[src/design/rmse_pkg.sv]
`default_nettype none
package rmse_pkg;

	localparam int SAMPLE_BITS = 16;
	localparam int COUNT_BITS  = 32;
	localparam int FRAC_BITS   = 8;
	localparam int SUM_W       = 48;
	localparam int SQ_W        = 64;
	localparam int OUT_W       = 24;
	localparam int DIVD_W      = SQ_W + 2 * FRAC_BITS;
	localparam int ROOT_W      = SQ_W / 2;
	localparam int DIV_STEP_W  = $clog2(DIVD_W + 1);
	localparam int ROOT_STEP_W = $clog2(ROOT_W + 1);

	localparam logic [OUT_W-1:0] MEAN_POS_MAX = {1'b0, {(OUT_W-1){1'b1}}};
	localparam logic [OUT_W-1:0] MEAN_NEG_MAX = {1'b1, {(OUT_W-1){1'b0}}};

	typedef enum logic [1:0] {
		CMD_ADD   = 2'd0,
		CMD_QUERY = 2'd1,
		CMD_RESET = 2'd2
	} command_t;

	typedef struct packed {
		command_t                       command;
		logic signed [SAMPLE_BITS-1:0]  sample;
	} in_t;

	typedef struct packed {
		logic signed [OUT_W-1:0]  mean_value;
		logic [OUT_W-1:0]         standard_error;
		logic                     freshly_computed;
		logic                     count_saturated;
	} out_t;

	typedef struct packed {
		logic take_item;
		logic load_plain;
		logic mean_start;
		logic e2_start;
		logic e2_latch;
		logic var_start;
		logic sqrt_start;
		logic finish;
	} cmd_t;

	typedef struct packed {
		logic count_gt1;
		logic div_done;
		logic sqrt_done;
	} status_t;

endpackage
`default_nettype wire

[src/design/running_mean_std_error_top.sv]
`default_nettype none
// Running mean and standard error of the mean over a stream of signed samples.
// Input channel (in_valid/in_ready/in_data): a command and a 16-bit sample.
//   Add counts the sample into the sum and the sum of squares, query
//   recomputes the Q16.8 mean and standard error, reset clears the sums.
// Output channel (out_valid/out_ready/out_data): exactly one result per
//   input transfer, in order: held mean, held error, fresh flag, saturation.
// Add, reset, unused codes and queries on fewer than two samples: the result
//   is in the output register in the cycle after the transfer, and a new item is
//   taken every cycle while results drain (one per cycle sustained).
// A query on two or more samples runs three restoring divisions on one shared
//   divider (mean, mean of squares, variance over n - 1), then a square root.
//   in_ready is low for that whole run.
// A stalled receiver holds the output register; in_ready then stays low
//   until the pending result transfers.
// Reset (arst_n low) clears count, sums and the held mean and error, and
//   empties the output register. Samples past a full count are dropped.
module running_mean_std_error_top (
	input  wire logic              clk,
	input  wire logic              arst_n,
	input  wire logic              in_valid,
	output logic                   in_ready,
	input  wire rmse_pkg::in_t     in_data,
	output logic                   out_valid,
	input  wire logic              out_ready,
	output rmse_pkg::out_t         out_data
);
	import rmse_pkg::*;

	cmd_t    cmd;
	status_t status;

	// sequencer: handshakes and the step order of a query
	rmse_ctrl u_ctrl (
		.clk       (clk),
		.arst_n    (arst_n),
		.in_valid  (in_valid),
		.command   (in_data.command),
		.out_ready (out_ready),
		.status    (status),
		.in_ready  (in_ready),
		.out_valid (out_valid),
		.cmd       (cmd)
	);

	// accumulators, shared divider, root unit and the output register
	rmse_dp u_dp (
		.clk      (clk),
		.arst_n   (arst_n),
		.in_data  (in_data),
		.cmd      (cmd),
		.out_data (out_data),
		.status   (status)
	);

endmodule
`default_nettype wire

[src/design/rmse_div.sv]
`default_nettype none
module rmse_div (
	input  wire logic                              clk,
	input  wire logic                              arst_n,
	input  wire logic                              start,
	input  wire logic [rmse_pkg::DIVD_W-1:0]       dividend,
	input  wire logic [rmse_pkg::COUNT_BITS-1:0]   divisor,
	output logic                                   done,
	output logic [rmse_pkg::DIVD_W-1:0]            quotient
);
	import rmse_pkg::*;

	logic [DIVD_W-1:0]     dq_q;
	logic [COUNT_BITS-1:0] rem_q;
	logic [COUNT_BITS-1:0] dvs_q;
	logic [DIV_STEP_W-1:0] step_q;
	logic                  busy_q;
	logic                  done_q;
	logic [COUNT_BITS:0]   trial;
	logic [COUNT_BITS:0]   diff;
	logic                  ge;

	// restoring division, one quotient bit per cycle
	assign trial = {rem_q, dq_q[DIVD_W-1]};
	assign diff  = trial - {1'b0, dvs_q};
	assign ge    = trial >= {1'b0, dvs_q};

	always_ff @(posedge clk or negedge arst_n) begin
		if (!arst_n) begin
			busy_q <= 1'b0;
			step_q <= '0;
			done_q <= 1'b0;
		end else begin
			done_q <= busy_q && (step_q == DIV_STEP_W'(1));
			if (start) begin
				busy_q <= 1'b1;
				step_q <= DIV_STEP_W'(DIVD_W);
			end else if (busy_q) begin
				step_q <= step_q - 1'b1;
				if (step_q == DIV_STEP_W'(1))
					busy_q <= 1'b0;
			end
		end
	end

	always_ff @(posedge clk) begin
		if (start) begin
			dq_q  <= dividend;
			rem_q <= '0;
			dvs_q <= divisor;
		end else if (busy_q) begin
			dq_q  <= {dq_q[DIVD_W-2:0], ge};
			rem_q <= ge ? diff[COUNT_BITS-1:0] : trial[COUNT_BITS-1:0];
		end
	end

	assign done     = done_q;
	assign quotient = dq_q;

endmodule
`default_nettype wire

[src/design/rmse_sqrt.sv]
`default_nettype none
module rmse_sqrt (
	input  wire logic                         clk,
	input  wire logic                         arst_n,
	input  wire logic                         start,
	input  wire logic [rmse_pkg::SQ_W-1:0]    radicand,
	output logic                              done,
	output logic [rmse_pkg::ROOT_W-1:0]       root
);
	import rmse_pkg::*;

	logic [SQ_W-1:0]        v_q;
	logic [ROOT_W+2:0]      rem_q;
	logic [ROOT_W-1:0]      root_q;
	logic [ROOT_STEP_W-1:0] step_q;
	logic                   busy_q;
	logic                   done_q;
	logic [ROOT_W+2:0]      rem_sh;
	logic [ROOT_W+2:0]      trial;
	logic                   ge;

	// digit-by-digit floor root, two radicand bits per cycle
	assign rem_sh = {rem_q[ROOT_W:0], v_q[SQ_W-1:SQ_W-2]};
	assign trial  = {1'b0, root_q, 2'b01};
	assign ge     = rem_sh >= trial;

	always_ff @(posedge clk or negedge arst_n) begin
		if (!arst_n) begin
			busy_q <= 1'b0;
			step_q <= '0;
			done_q <= 1'b0;
		end else begin
			done_q <= busy_q && (step_q == ROOT_STEP_W'(1));
			if (start) begin
				busy_q <= 1'b1;
				step_q <= ROOT_STEP_W'(ROOT_W);
			end else if (busy_q) begin
				step_q <= step_q - 1'b1;
				if (step_q == ROOT_STEP_W'(1))
					busy_q <= 1'b0;
			end
		end
	end

	always_ff @(posedge clk) begin
		if (start) begin
			v_q    <= radicand;
			rem_q  <= '0;
			root_q <= '0;
		end else if (busy_q) begin
			v_q    <= {v_q[SQ_W-3:0], 2'b00};
			rem_q  <= ge ? rem_sh - trial : rem_sh;
			root_q <= {root_q[ROOT_W-2:0], ge};
		end
	end

	assign done = done_q;
	assign root = root_q;

endmodule
`default_nettype wire

[src/design/rmse_dp.sv]
`default_nettype none
module rmse_dp (
	input  wire logic               clk,
	input  wire logic               arst_n,
	input  wire rmse_pkg::in_t      in_data,
	input  wire rmse_pkg::cmd_t     cmd,
	output rmse_pkg::out_t          out_data,
	output rmse_pkg::status_t       status
);
	import rmse_pkg::*;

	logic [COUNT_BITS-1:0]      count_q;
	logic [SUM_W-1:0]           sum_q;
	logic [SQ_W-1:0]            sq_q;
	logic [OUT_W-1:0]           held_mean_q;
	logic [OUT_W-1:0]           held_err_q;
	logic [OUT_W-1:0]           mean_mag_q;
	logic [2*OUT_W-1:0]         m2_q;
	logic [SQ_W-1:0]            e2_q;
	out_t                       out_q;

	logic [COUNT_BITS-1:0]      count_next;
	logic                       count_full;
	logic signed [2*SAMPLE_BITS-1:0] sample_sq;
	logic                       neg;
	logic [SUM_W-1:0]           mag;
	logic [OUT_W-1:0]           mean_mag;
	logic [SQ_W-1:0]            var_val;
	logic [OUT_W-1:0]           err_sat;

	logic                       div_start;
	logic [DIVD_W-1:0]          div_dividend;
	logic [COUNT_BITS-1:0]      div_divisor;
	logic                       div_done;
	logic [DIVD_W-1:0]          quot;
	logic                       sqrt_done;
	logic [ROOT_W-1:0]          root;

	assign count_full = &count_q;
	assign sample_sq  = in_data.sample * in_data.sample;

	always_comb begin
		case (in_data.command)
			CMD_ADD:   count_next = count_full ? count_q : count_q + 1'b1;
			CMD_RESET: count_next = '0;
			default:   count_next = count_q;
		endcase
	end

	// mean magnitude from the first quotient, saturated per sign
	assign neg = sum_q[SUM_W-1];
	assign mag = neg ? (~sum_q + 1'b1) : sum_q;

	always_comb begin
		if (neg)
			mean_mag = (quot > DIVD_W'(MEAN_NEG_MAX)) ? MEAN_NEG_MAX : quot[OUT_W-1:0];
		else
			mean_mag = (quot > DIVD_W'(MEAN_POS_MAX)) ? MEAN_POS_MAX : quot[OUT_W-1:0];
	end

	assign var_val = (e2_q > SQ_W'(m2_q)) ? e2_q - SQ_W'(m2_q) : '0;
	assign err_sat = (root[ROOT_W-1:OUT_W] != '0) ? '1 : root[OUT_W-1:0];

	assign div_start = cmd.mean_start || cmd.e2_start || cmd.var_start;

	always_comb begin
		if (cmd.mean_start)
			div_dividend = DIVD_W'(mag) << FRAC_BITS;
		else if (cmd.e2_start)
			div_dividend = DIVD_W'(sq_q) << (2 * FRAC_BITS);
		else
			div_dividend = DIVD_W'(var_val);
	end

	assign div_divisor = cmd.var_start ? count_q - 1'b1 : count_q;

	rmse_div u_div (
		.clk      (clk),
		.arst_n   (arst_n),
		.start    (div_start),
		.dividend (div_dividend),
		.divisor  (div_divisor),
		.done     (div_done),
		.quotient (quot)
	);

	rmse_sqrt u_sqrt (
		.clk      (clk),
		.arst_n   (arst_n),
		.start    (cmd.sqrt_start),
		.radicand (quot[SQ_W-1:0]),
		.done     (sqrt_done),
		.root     (root)
	);

	always_ff @(posedge clk or negedge arst_n) begin
		if (!arst_n) begin
			count_q     <= '0;
			sum_q       <= '0;
			sq_q        <= '0;
			held_mean_q <= '0;
			held_err_q  <= '0;
		end else begin
			if (cmd.take_item) begin
				count_q <= count_next;
				case (in_data.command)
					CMD_ADD: begin
						if (!count_full) begin
							sum_q <= sum_q + SUM_W'(in_data.sample);
							sq_q  <= sq_q + SQ_W'($unsigned(sample_sq));
						end
					end
					CMD_RESET: begin
						sum_q <= '0;
						sq_q  <= '0;
					end
					default: ;
				endcase
			end
			if (cmd.e2_start)
				held_mean_q <= neg ? (~mean_mag + 1'b1) : mean_mag;
			if (cmd.finish)
				held_err_q <= err_sat;
		end
	end

	always_ff @(posedge clk) begin
		m2_q <= mean_mag_q * mean_mag_q;
		if (cmd.e2_start)
			mean_mag_q <= mean_mag;
		if (cmd.e2_latch)
			e2_q <= (quot[DIVD_W-1:SQ_W] != '0) ? '1 : quot[SQ_W-1:0];
		if (cmd.load_plain) begin
			out_q.mean_value       <= held_mean_q;
			out_q.standard_error   <= held_err_q;
			out_q.freshly_computed <= 1'b0;
			out_q.count_saturated  <= &count_next;
		end else if (cmd.finish) begin
			out_q.mean_value       <= held_mean_q;
			out_q.standard_error   <= err_sat;
			out_q.freshly_computed <= 1'b1;
			out_q.count_saturated  <= count_full;
		end
	end

	assign out_data         = out_q;
	assign status.count_gt1 = count_q > COUNT_BITS'(1);
	assign status.div_done  = div_done;
	assign status.sqrt_done = sqrt_done;

endmodule
`default_nettype wire

[src/design/rmse_ctrl.sv]
`default_nettype none
module rmse_ctrl (
	input  wire logic                 clk,
	input  wire logic                 arst_n,
	input  wire logic                 in_valid,
	input  wire rmse_pkg::command_t   command,
	input  wire logic                 out_ready,
	input  wire rmse_pkg::status_t    status,
	output logic                      in_ready,
	output logic                      out_valid,
	output rmse_pkg::cmd_t            cmd
);
	import rmse_pkg::*;

	typedef enum logic [5:0] {
		ST_IDLE = 6'b000001,
		ST_MEAN = 6'b000010,
		ST_E2   = 6'b000100,
		ST_VAR  = 6'b001000,
		ST_QUOT = 6'b010000,
		ST_ROOT = 6'b100000
	} state_t;

	state_t state_q;
	state_t state_next;
	logic   out_valid_q;
	logic   xfer;

	assign in_ready = (state_q == ST_IDLE) && (!out_valid_q || out_ready);
	assign xfer     = in_valid && in_ready;

	always_comb begin
		cmd        = '0;
		state_next = state_q;
		unique case (state_q)
			ST_IDLE: begin
				cmd.take_item  = xfer;
				cmd.mean_start = xfer && (command == CMD_QUERY) && status.count_gt1;
				cmd.load_plain = xfer && !cmd.mean_start;
				if (cmd.mean_start)
					state_next = ST_MEAN;
			end
			ST_MEAN: begin
				if (status.div_done) begin
					cmd.e2_start = 1'b1;
					state_next   = ST_E2;
				end
			end
			ST_E2: begin
				if (status.div_done) begin
					cmd.e2_latch = 1'b1;
					state_next   = ST_VAR;
				end
			end
			ST_VAR: begin
				cmd.var_start = 1'b1;
				state_next    = ST_QUOT;
			end
			ST_QUOT: begin
				if (status.div_done) begin
					cmd.sqrt_start = 1'b1;
					state_next     = ST_ROOT;
				end
			end
			ST_ROOT: begin
				if (status.sqrt_done) begin
					cmd.finish = 1'b1;
					state_next = ST_IDLE;
				end
			end
			default: state_next = ST_IDLE;
		endcase
	end

	always_ff @(posedge clk or negedge arst_n) begin
		if (!arst_n) begin
			state_q     <= ST_IDLE;
			out_valid_q <= 1'b0;
		end else begin
			state_q <= state_next;
			if (cmd.load_plain || cmd.finish)
				out_valid_q <= 1'b1;
			else if (out_ready)
				out_valid_q <= 1'b0;
		end
	end

	assign out_valid = out_valid_q;

endmodule
`default_nettype wire

[config.mk]
export PLATFORM = sky130hd
export DESIGN_NAME = running_mean_std_error_top
export DESIGN_NICKNAME = d
export VERILOG_FILES = /design/src/design/rmse_pkg.sv /design/src/design/running_mean_std_error_top.sv /design/src/design/rmse_div.sv /design/src/design/rmse_sqrt.sv /design/src/design/rmse_dp.sv /design/src/design/rmse_ctrl.sv
export SDC_FILE = /design/constraint.sdc
export NUM_CORES = 2
export LEC_CHECK = 0
export BUFFER_PORTS_ARGS = -buffer_cell sky130_fd_sc_hd__buf_2
export CAP_MARGIN = 20
export CORE_ASPECT_RATIO = 0.5
export CORE_MARGIN = 2
export CORE_UTILIZATION = 63
export CTS_CLUSTER_DIAMETER = 30
export DETAILED_ROUTE_END_ITERATION = 10
export GPL_ROUTABILITY_DRIVEN = 0
export GPL_TIMING_DRIVEN = 0
export PLACE_DENSITY = 0.81
export SYNTH_ARGS = -nofsm -noshare
export SYNTH_HDL_FRONTEND = slang
export SYNTH_SLANG_ARGS = --single-unit
[constraint.sdc]
create_clock -name clk -period 7.6 [get_ports clk]
set_input_delay 1.52 -clock clk [delete_from_list [all_inputs] [get_ports clk]]
set_output_delay 1.52 -clock clk [all_outputs]
set_load 0.01 [all_outputs]
== Word level (Yosys, flattened, before mapping) ==
Cells that the tools add are included.

* Bits in registers: 675
* Bits of input ports: 22
* Logic and storage cells: 138
* Output and inout port bits: 52

* Equal/unequal tests: 16
* Bitwise gates (word level): 2
* Muxes and demuxes: 50
* Order comparisons: 6
* Multiply operators: 2
* Reduce and logical (&&, ||, !) cells: 25
* Add/subtract/negate cells: 11

{| class="wikitable"
|+ Operator list
! kind !! number
|-
| 2-to-1 mux 80 bit || 4
|-
| 2-to-1 mux 64 bit || 4
|-
| case mux 64 bit (2 select lines) || 1
|-
| 2-to-1 mux 24 bit || 5
|-
| 2-to-1 mux 50 bit || 2
|-
| 2-to-1 mux 32 bit || 3
|-
| 2-to-1 mux 48 bit || 2
|-
| case mux 48 bit (2 select lines) || 1
|-
| > comparator 80 x 23 -> 1 bit, second input constant || 1
|-
| > comparator 80 x 24 -> 1 bit, second input constant || 1
|-
| adder 64 x 32 -> 64 bit || 1
|-
| > comparator 64 x 48 -> 1 bit || 1
|-
| case mux 32 bit (2 select lines) || 1
|-
| AND reduction 32 bit || 2
|-
| subtractor 64 x 48 -> 64 bit || 1
|-
| adder 48 x 1 -> 48 bit, second input constant || 1
|-
| adder 48 bit || 1
|-
| multiplier 24 x 24 -> 48 bit || 1
|-
| inverter 48 bit || 1
|-
| 2-to-1 mux 6 bit || 7
|-
| case mux 6 bit (6 select lines) || 1
|-
| greater-or-equal comparator 35 x 34 -> 1 bit || 1
|-
| greater-or-equal comparator 33 x 32 -> 1 bit || 1
|-
| 2-to-1 mux 33 bit || 1
|-
| other kinds (33) || 67
|}

== Logic depth before layout (Yosys ltp) ==
* Word-level depth: 12
* Gate-level depth with buffers: 37
* Depth with buffers taken out: 35

== Cells and area by module ==
Synthesis repeated with hierarchy kept, for this count alone.

* Cells, all modules: 7120
* Area, all modules: 66306.1 um^2

{| class="wikitable"
|+ By module, submodules not included
! module !! area each (um^2) !! cells each !! times used
|-
| rmse_dp || 49962.9 || 5582 || 1
|-
| rmse_div || 8145.3 || 723 || 1
|-
| rmse_sqrt || 7734.9 || 761 || 1
|-
| rmse_ctrl || 462.9 || 54 || 1
|}

== Least setup slack after synthesis ==
No wires, ideal clock.

* Kind: input -> register
* Start point: in in_data[15] (netlist name)
* End point: reg u_dp.sq_q[49]
* Arrival: 9.170 ns
* Library setup time: 0.132 ns
* Stages: 35
* Setup slack: -1.702 ns
* Cell sequence: clkbuf_1 -> clkinv_1 -> buf_1 -> nor2_1 -> fa_1 -> inv_1 -> fa_1 -> inv_1 -> fa_1 -> fa_1 -> fa_1 -> inv_1 -> fa_1 -> inv_1 -> ha_1 -> nand2_1 -> nor2_1 -> o21a_1 -> a221oi_1 -> a31oi_1 -> a41oi_1 -> a21oi_1 -> a21o_1 -> a21oi_1 -> xnor2_1 -> ha_1 -> and3_1 -> buf_1 -> nand4_1 -> o2111ai_1 -> and2_1 -> buf_4 -> nand3_1 -> xor2_1 -> nor2_1

* Longest elaborated chain between the ends: 4

{| class="wikitable"
|+ RTL lines
! element !! RTL line !! text
|-
| from (decl) || running_mean_std_error_top.sv:23 || <nowiki>input wire rmse_pkg::in_t in_data,</nowiki>
|-
| multiplier 16 x 16 -> 32 bit || rmse_dp.sv:40 || <nowiki>assign sample_sq = in_data.sample * in_data.sample;</nowiki>
|-
| adder 64 x 32 -> 64 bit || rmse_dp.sv:110 || <nowiki>sq_q <= sq_q + SQ_W'($unsigned(sample_sq));</nowiki>
|-
| 2-to-1 mux 64 bit || rmse_dp.sv:108 || <nowiki>if (!count_full) begin</nowiki>
|-
| case mux 64 bit (2 select lines) || rmse_dp.sv:106 || <nowiki>case (in_data.command)</nowiki>
|-
| to (signal assigned) || rmse_dp.sv:110 ||
|-
| to (decl) || rmse_dp.sv:14 || <nowiki>logic [SQ_W-1:0] sq_q;</nowiki>
|}

No other way between the ends. The select of a mux whose other input is x is not followed.
A chain may end at the register's enable or synchronous reset.

== Final worst setup path ==
* Start point: in in_data[9] (netlist name)
* End point: reg u_dp.sq_q[53]

Same word-level chain as after synthesis.

==> flow_summary.yaml <==
clock_network:
  cts_hold_buf: 0
  ctsHtreeMaxLevel: 3
  cts_tree: "done"
  clkTransAtPathRegs_ps: 50
  cts_made_buffers: 110
  cts.sink_count: 674
  worstSkewPairLatency_ps: 700
  cts_buffer_depth: 3
  cts_root_buf: "clkbuf_16"
grt:
  grtUsageTotal_pct: 36.2
  grt_pass1_wl_um: 301000
  grt-ovfl-total: 0
  antenna_found_initial: 1
  grt_start_max_net_pins: 125
  grt_pass1_vias: 54800
cells_and_area:
  area.growth.synth_to_final_pct: 14.3
  fin_area_sq_um: 74200
  finish.utilization_pct: 72.4
  multiInputGateArea_sq_um: 43500
  final_nets: 8520
  drive_gt1_share_pct: 11.8
  nFillCells: 7030
  regArea_sq_um: 17700
timing:
  skew_ps: 40.7
  clock.fmax_ghz: 0.116
  finalCriticalPeriod_ps: 8620
  tightest_slew_ps: 1090
  maxSlewHeadroom_pct: 27.3
  maxSlewViolCount: 0
  finalSetupViolCount: 45
  hold_viol: 0
  setup_slack_ps: -1020
  fin_crit_sh_pct: 113
  rsz0062_at_grt: "true"
floorplanning:
  die_h_um: 231
  die_area_sq_um: 106000
  ios: 74
  chipWidth_um: 458
  coreArea_sq_um: 102000
  initial_core_util_pct: 63.4
  rows: 83
detailed_routing:
  routed_wirelength_um: 195000
  viasPerCell: 6.26
  drc_errors: 0
  drt_iter0_markers: 7049
  vias: 55200
  ant_nets: 0
  routedWlPerCell_um: 22.1
  dr.pass1.iters: 9
yosys:
  avgSynthCellArea_sq_um: 9.23
  synth.distinct_cells: 97
  synthArstFlopShare_pct: 32.0
  synth-seq-cells: 674
  synth_area_leaders: "fa_1 (20%), edfxtp_1 (14%), ha_1 (9.0%), dfrtp_1 (8.3%), inv_1 (5.5%)"
  synth_common_cells: "inv_1 (958), nand2_1 (735), fa_1 (662), ha_1 (467), nor2_1 (429)"
  syn_inst: 7036
  synth_fp_nets: 8187
  synth_top_area_share_pct: 20.4
  synth_most_common_cell: "inv_1"
  netlist_area_sq_um: 64900
  yosysTopAreaCell: "fa_1"
  ys.flop_type: "edfxtp_1"
  ys_seq_area_share_pct: 27.3
  ys_warn_count: 0
  synth-edff-count: 313
hold_path:
  min_delay_path_depth: 2
  hp-class: "reg2reg"
place:
  portBuffers: 72
  placed_cell_area_sq_um: 67700
  hpwl_um: 141000
  post-place-ws_ps: -2670
run_status:
  status: "finished, violations left"
  violations: "negative setup slack"
job:
  max_cap_violations: 0
critical_path:
  crit_path_start_kind: "primary input"
  crit_slowest_cell: "fa_1"
  r2r_cells: 24
  critPathMaxStageDelay_ps: 580
  criticalPathCategory: "in2reg"
  cp_max_fo: 10
  crit_arrival_ps: 9160
  crit_path_end_kind: "register"
  cpMostUsedCell: "fa_1"
  worstPathRequired_ps: 8140
==> per-stage QoR <==
stage          hold WS (ps)  TNS (ps)  cells
6_report                467    -38480   8824
5_1_grt                 490    -46040   8823
4_1_cts                 477    -32200   8767
3_5_place_dp            453   -114950   8473
3_3_place_gp            435   -113020   8468
2_1_floorplan           428    -34910   7036
==> area by class of cell <==
type	instances	share of cell area (%)
Multi-Input combinational cell	5086	58.7
Sequential cell	674	23.9
Inverter	963	4.92
Clock buffer	125	3.94
Timing Repair Buffer	233	2.69
Tap cell	1360	2.29
Buffer	301	2.29
Clock inverter	81	1.32
Antenna cell	1	0.00337
==> layer usage <==
metal  track usage (%)  share of wire [%]  vias up
met2              57.2                 45     3487
met5                 0              0.018        -
met3              7.89                 12      785
li1                  -                  -    24300
met4              15.2                5.2        2
met1              48.5                 38    26700
==> sequential cells by signal, indices dropped and copies added (netlist names), 7 cells and up <==
name,cells
u_dp.sq_q,64
u_dp.out_data,50
u_dp.sum_q,48
u_dp.u_div.quotient,80
u_dp.u_sqrt.rem_q,33
u_dp.m2_q,47
u_dp.mean_mag_q,24
u_dp.held_err_q,24
u_dp.count_q,32
u_dp.u_div.dvs_q,32
u_dp.held_mean_q,24
u_dp.e2_q,64
u_dp.u_div.step_q,7
u_dp.u_sqrt.v_q,64
u_dp.u_sqrt.root,32
u_dp.u_div.rem_q,32
==> final timing paths <==
kind | endpoint | startpoint | slack (ps)
max | u_dp.sq_q[53] | in_data[9] | -1020
min | u_dp.out_data[1] | u_dp.out_data[1] | 470
max reg2reg | u_dp.m2_q[45] | u_dp.mean_mag_q[7] | 140
min reg2reg | u_dp.out_data[1] | u_dp.out_data[1] | 470
max in group asynchronous | u_dp.sq_q[52] | arst_n | 5580
min in group asynchronous | u_dp.count_q[23] | arst_n | 860
==> repair_timing <==
item | CTS | global route
pin swaps | 66 | 96
setup endpoints to repair | 65 | 58
buffers inserted | 91 | 57
gates resized for setup | 242 | 180
cloned | 4 | 3
==> worst max-delay path, delay by kind of cell <==
family          cells  cell delay (ps)
fa+ha+maj           8             3800
compound gates      7             1450
simple gates        9             1070
buf+inv             9              910
xor+xnor            2              400
==> layout by cell type, fill, tap and decap left out, types with 29 or more instances in the layout <==
cell and count:
inv_1 925, nand2_1 693, fa_1 642, ha_1 440, nor2_1 418, o21ai_0 383
a21oi_1 338, edfxtp_1 313, and2_1 233, xnor2_1 222, dfrtp_1 215, clkbuf_1 201
a21o_1 197, xor2_1 170, dfxtp_1 145, buf_4 140, clkbuf_16 130, nand3_1 90
buf_2 87, nor3_1 84, or2_2 81, mux2i_1 81, a31oi_1 69, nand4_1 61
o21a_1 54, or3_1 43, nor4_1 42, o21bai_1 40, and3_1 39, nor2b_1 37
nand2b_1 35, o31ai_1 34, buf_6 29
==> logic make-up after synthesis <==
| family | Yosys count | synth area share, % |
|---|---|---|
| flops | 674 | 27.3 |
| fa+ha+maj | 1129 | 29.4 |
| simple gates | 2028 | 15.1 |
| buf+inv | 1276 | 7.49 |
| mux | 85 | 1.32 |
| compound gates | 1443 | 14.0 |
| xor+xnor | 401 | 5.41 |
Power is left out: the tool's default activity adds up to more than one toggle a clock period on the data nets, which glitch-free logic cannot reach.
